[src/cerq_pkg.sv]
`timescale 1ns / 1ps
// ----------------------------------------------------------------------------
// cerq_pkg: shared types and constants for the coalescing event ring queue
// Command and status codes, the stored entry layout and the front/back
// command record.
// ----------------------------------------------------------------------------
package cerq_pkg;

  localparam int unsigned QueueDepthDefault = 4096;
  localparam int unsigned CountWidth        = 12;

  typedef enum logic [2:0] {
    CMD_PUSH   = 3'd0,
    CMD_POP    = 3'd1,
    CMD_CLEAR  = 3'd2,
    CMD_RSTCNT = 3'd3,
    CMD_STATUS = 3'd4
  } cmd_e;

  typedef enum logic [2:0] {
    ST_APPENDED  = 3'd0,
    ST_COALESCED = 3'd1,
    ST_DROPPED   = 3'd2,
    ST_POPPED    = 3'd3,
    ST_EMPTY     = 3'd4,
    ST_DONE      = 3'd5
  } status_e;

  typedef enum logic [2:0] {
    OP_PUSH_SCAN,
    OP_PUSH_PLAIN,
    OP_POP,
    OP_CLEAR,
    OP_RSTCNT,
    OP_NOP
  } op_e;

  typedef struct packed {
    logic [63:0] ev_time;
    logic [15:0] ev_size;
    logic [31:0] ev_window;
    logic [7:0]  ev_type;
  } entry_t;

  // classified command handed from front to back
  typedef struct packed {
    op_e    op;
    entry_t ev;
  } job_t;

  localparam int unsigned JobWidth = $bits(job_t);

  localparam int unsigned RegMotionType = 0;
  localparam int unsigned RegCoalesceEn = 1;

endpackage

[src/cerq_front.sv]
`timescale 1ns / 1ps
// ----------------------------------------------------------------------------
// cerq_front: command intake and classification
// Decodes each command against the current configuration and queues a job
// record in a two-entry queue for the back end.
// ----------------------------------------------------------------------------
module cerq_front (
  input  logic              clk_i,
  input  logic              rst_ni,
  input  logic              s_valid_i,
  output logic              s_ready_o,
  input  logic [2:0]        cmd_i,
  input  cerq_pkg::entry_t  ev_i,
  input  logic [7:0]        motion_type_i,
  input  logic              coalesce_en_i,
  output logic              j_valid_o,
  input  logic              j_ready_i,
  output cerq_pkg::job_t    job_o
);

  cerq_pkg::job_t job_q [2];
  logic           rd_q, wr_q;
  logic [1:0]     cnt_q;
  cerq_pkg::job_t job_in;
  logic           push, pop;

  always_comb begin
    job_in.ev = ev_i;
    unique case (cmd_i)
      cerq_pkg::CMD_PUSH:
        job_in.op = (coalesce_en_i && ev_i.ev_type == motion_type_i)
                    ? cerq_pkg::OP_PUSH_SCAN : cerq_pkg::OP_PUSH_PLAIN;
      cerq_pkg::CMD_POP:    job_in.op = cerq_pkg::OP_POP;
      cerq_pkg::CMD_CLEAR:  job_in.op = cerq_pkg::OP_CLEAR;
      cerq_pkg::CMD_RSTCNT: job_in.op = cerq_pkg::OP_RSTCNT;
      default:              job_in.op = cerq_pkg::OP_NOP;
    endcase
  end

  assign s_ready_o = (cnt_q != 2'd2);
  assign j_valid_o = (cnt_q != 2'd0);
  assign job_o     = job_q[rd_q];
  assign push      = s_valid_i && s_ready_o;
  assign pop       = j_valid_o && j_ready_i;

  always_ff @(posedge clk_i) begin
    if (push) job_q[wr_q] <= job_in;
  end

  always_ff @(posedge clk_i or negedge rst_ni) begin
    if (!rst_ni) begin
      rd_q  <= 1'b0;
      wr_q  <= 1'b0;
      cnt_q <= 2'd0;
    end else begin
      if (push) wr_q <= ~wr_q;
      if (pop)  rd_q <= ~rd_q;
      cnt_q <= cnt_q + {1'b0, push} - {1'b0, pop};
    end
  end

endmodule

[config.mk]
export PLATFORM = sky130hd
export DESIGN_NAME = cerq_front
export DESIGN_NICKNAME = d
export VERILOG_FILES = /design/src/cerq_pkg.sv /design/src/cerq_front.sv
export SDC_FILE = /design/constraint.sdc
export NUM_CORES = 1
export LEC_CHECK = 0
export ABC_AREA = 1
export CAP_MARGIN = 10
export CELL_PAD_IN_SITES_DETAIL_PLACEMENT = 1
export CELL_PAD_IN_SITES_GLOBAL_PLACEMENT = 1
export CORE_ASPECT_RATIO = 0.5
export CORE_MARGIN = 3
export CORE_UTILIZATION = 50
export DETAILED_ROUTE_END_ITERATION = 7
export DONT_BUFFER_PORTS = 1
export HOLD_SLACK_MARGIN = 0.03
export PLACE_DENSITY_LB_ADDON = 0.1
export SKIP_LAST_GASP = 1
export SYNTH_ARGS = -nofsm -noshare
export SYNTH_HDL_FRONTEND = slang
export SYNTH_SLANG_ARGS = --single-unit
[constraint.sdc]
create_clock -name clk_i -period 8.05 [get_ports clk_i]
set_input_delay 1.61 -clock clk_i [delete_from_list [all_inputs] [get_ports clk_i]]
set_output_delay 1.61 -clock clk_i [all_outputs]
set_load 0.1 [all_outputs]
==> parameters.txt <==
Parameter                              Value

Run status
  Outcome    finished clean

Critical path
  Minimum setup slack among reg-to-reg paths    around 5.2 ns
  Cell type of the slowest stage on the worst timing path    sky130_fd_sc_hd__buf_4
  Crit end category    output port
  Critical Path, Cell by Cell    inv_4, buf_4, nand2_1, nand2_1
  WS Path Type    register to output port
  Most used cell along the critical path    sky130_fd_sc_hd__nand2_1
  WP data arrival    ~3.5 ns
  Peak fanout along the critical path    84
  Critical path data required time    around 6.4 ns
  Critical path startpoint category    register
  Delay of the slowest cell on the worst path    around 0.8 ns

Routing
  Post-route DRC    0
  Vias post-DR    approximately 5100
  Post-DR wirelength/cell    about 21 µm
  Antenna-violating nets left    0
  Via/cell ratio    between 5 and 6
  Starting DRC count in detailed routing    approximately 240
  Final wirelength    roughly 20000 µm
  DR pass1 iterations    5

Die
  Vertical die dimension    between 100 and 150 µm
  Die X    200 µm
  Placeable core region    between 0.015 and 0.02 mm²
  Count of pins on the block boundary    about 260
  Number of cell rows    34
  Effective utilization at floorplan    between 50% and 60%
  Die area    a little over 0.02 mm²

Synth
  Cell Area, Synth    between 0.009 and 0.01 mm²
  Unique cell type count in the Yosys netlist    19
  Synthesized netlist net count    around 850
  Total of warnings raised by yosys    0
  Post-synthesis sequential area ratio    between 70 and 80%
  Avg Synthesized Cell Area    around 13 µm²
  Post-Synthesis Cells    just over 700
  Total of flip-flops plus latches after synthesis    250

Global route
  Global-route congestion overflow total    0
  Total GRT Usage    approximately a fifth
  Number of antenna violations at the first check in global routing    0
  Number of global-route vias before repair    between 5000 and 6000
  Wire length of the first global-routing pass    a little under 30000 µm
  Maximum number of pins on one net before global-route repair    85

Place
  Post-DP Area    0.00955 mm²
  Number of buffers inserted by port buffering    0
  RePlAce Congestion    0.757
  Sum of net half-perimeters after detailed placement    ~13000 µm

Timing
  Unrepaired setup endpoints after global routing    false
  Post-Route Skew    about 0.0083 ns
  Share of the cycle needed by the critical path after routing    a little over three fifths
  Achievable frequency    197 MHz
  Slew at the pin with the worst max-slew slack    between 0.9 and 1 ns
  Setup TNS    0 ns
  Final count of pins violating max slew    0
  Shortest clock period the worst path allows after layout    roughly 5.1 ns
  Final setup fails    0
  Hold violation total from the final report    0
  Worst rel slew slack    33.3%

Clock network
  Setup Fix Bufs, Post-CTS    0
  Hold buffers post-CTS    0
  H-tree depth    1
  TritonCTS clock tree    yes
  PostCTS Resize Cnt    0
  Clock sinks    250
  Worst-path clk slew    around 0.060 ns
  Worst skew pair latency    between 0.4 and 0.5 ns
  CTS root buffer    sky130_fd_sc_hd__clkbuf_16
  Deepest clock path buffer count    3
  Number of buffers created by CTS    22

Layout
  Filler Cell Count    around 1800
  Area growth from synthesis to layout    9.43%
  Final Core Density    57.5%
  Area of the multi-input gates    around 0.0016 mm²
  Final net count    roughly 850
  Antenna diode instance count    0
  Fraction of final layout cells with drive strength greater than 1    roughly 7.4%
  Post-route cell area    slightly above 0.01 mm²
  Sequential cell area in the final layout    between 0.007 and 0.008 mm²

Flow run
  # Max-Cap Violations    0

Worst hold path
  Worst min-delay path class    register to register
-- layer usage --
layer | vias to the layer above | global-route usage, % | wire length, µm
met1 | 2518 | 23.7 | 8110
met5 | - | 0 | 0
met4 | 0 | 3.70 | 339
met3 | 26 | 7.93 | 1970
met2 | 152 | 31.1 | 9480
li1 | 2364 | - | -
-- layout by cell type (no fill, tap or decap) --
cell,instances
sky130_fd_sc_hd__nor2_4,2
sky130_fd_sc_hd__dfrtp_1,3
sky130_fd_sc_hd__nand2_1,380
sky130_fd_sc_hd__clkbuf_16,23
sky130_fd_sc_hd__clkinv_1,5
sky130_fd_sc_hd__buf_4,6
sky130_fd_sc_hd__clkinvlp_4,2
sky130_fd_sc_hd__dfrtp_4,1
sky130_fd_sc_hd__bufinv_16,3
sky130_fd_sc_hd__or2_2,3
sky130_fd_sc_hd__inv_1,18
sky130_fd_sc_hd__xnor2_1,4
sky130_fd_sc_hd__xor2_1,1
sky130_fd_sc_hd__nand4_1,1
sky130_fd_sc_hd__nand3_1,1
sky130_fd_sc_hd__edfxtp_1,246
sky130_fd_sc_hd__clkbuf_1,4
sky130_fd_sc_hd__clkinv_2,3
sky130_fd_sc_hd__a21oi_1,2
sky130_fd_sc_hd__o21ai_0,1
sky130_fd_sc_hd__inv_4,1
sky130_fd_sc_hd__ha_1,2
sky130_fd_sc_hd__nand2_2,10
sky130_fd_sc_hd__nor2_1,5
-- flip-flops by register name, indices dropped and copies added, names as in the netlist --
signal / flops
job_q: 246
wr_q: 1
cnt_q: 2
rd_q: 1
-- critical path: cells and delay by family, from the launching register on --
kind | cells | cell delay [ns]
AND/OR/NAND/NOR | 2 | 0.85
flip-flops | 1 | 0.75
buffers and inverters | 2 | 1.27
-- cells in the mapped netlist (all sizes together) --
cell type / n / area, µm²
nand2: 390 / 1490
edfxtp: 246 / 7390
buf: 27 / 200
inv: 19 / 73.8
nor2: 7 / 26.3
dfrtp: 4 / 100
xnor2: 4 / 35.0
or2: 3 / 18.8
a21oi: 2 / 10.0
ha: 2 / 25.0
nand3: 1 / 5.00
nand4: 1 / 6.26
o21ai: 1 / 5.00
xor2: 1 / 8.76
-- kinds of logic after synthesis --
kind of cell	after synthesis	share of synthesized area [%]
xor+xnor	5	0.466
buf+inv	46	2.92
flops	250	79.7
fa+ha+maj	2	0.266
simple gates	402	16.5
compound gates	3	0.160
-- area by class of cell --
class,count,share of cell area [%]
repair buffers,6,0.438
multi-input cells,412,16.0
clock inverters,13,1.35
clock buffers,27,5.75
inverters,19,0.718
flip-flops and latches,250,72.9
well taps,234,2.85
-- stage by stage --
| stage | std cells | setup slack, ns | hold slack, ns |
|---|---|---|---|
| 6_report | 961 | 2.98 | 0.558 |
| 5_1_grt | 961 | 2.70 | 0.595 |
| 4_1_cts | 961 | 2.86 | 0.580 |
| 3_5_place_dp | 921 | 3.39 | 0.565 |
| 3_3_place_gp | 921 | 3.45 | 0.512 |
| 2_1_floorplan | 708 | 0.546 | 0.485 |
-- final timing paths --
| check | endpoint | startpoint | cells after the start |
|---|---|---|---|
| max in group asynchronous | rd_q | rst_ni | 0 |
| hold / removal | cnt_q[0] | cnt_q[0] | 1 |
| setup / recovery | job_o[55] | rd_q | 4 |
| setup reg to reg | job_q[1][60] | cnt_q[0] | 5 |
| min in group asynchronous | cnt_q[1] | rst_ni | 0 |
| hold reg to reg | cnt_q[0] | cnt_q[0] | 1 |
Power is left out: the tool's default activity adds up to more than one toggle a clock period on the data nets, which glitch-free logic cannot reach.
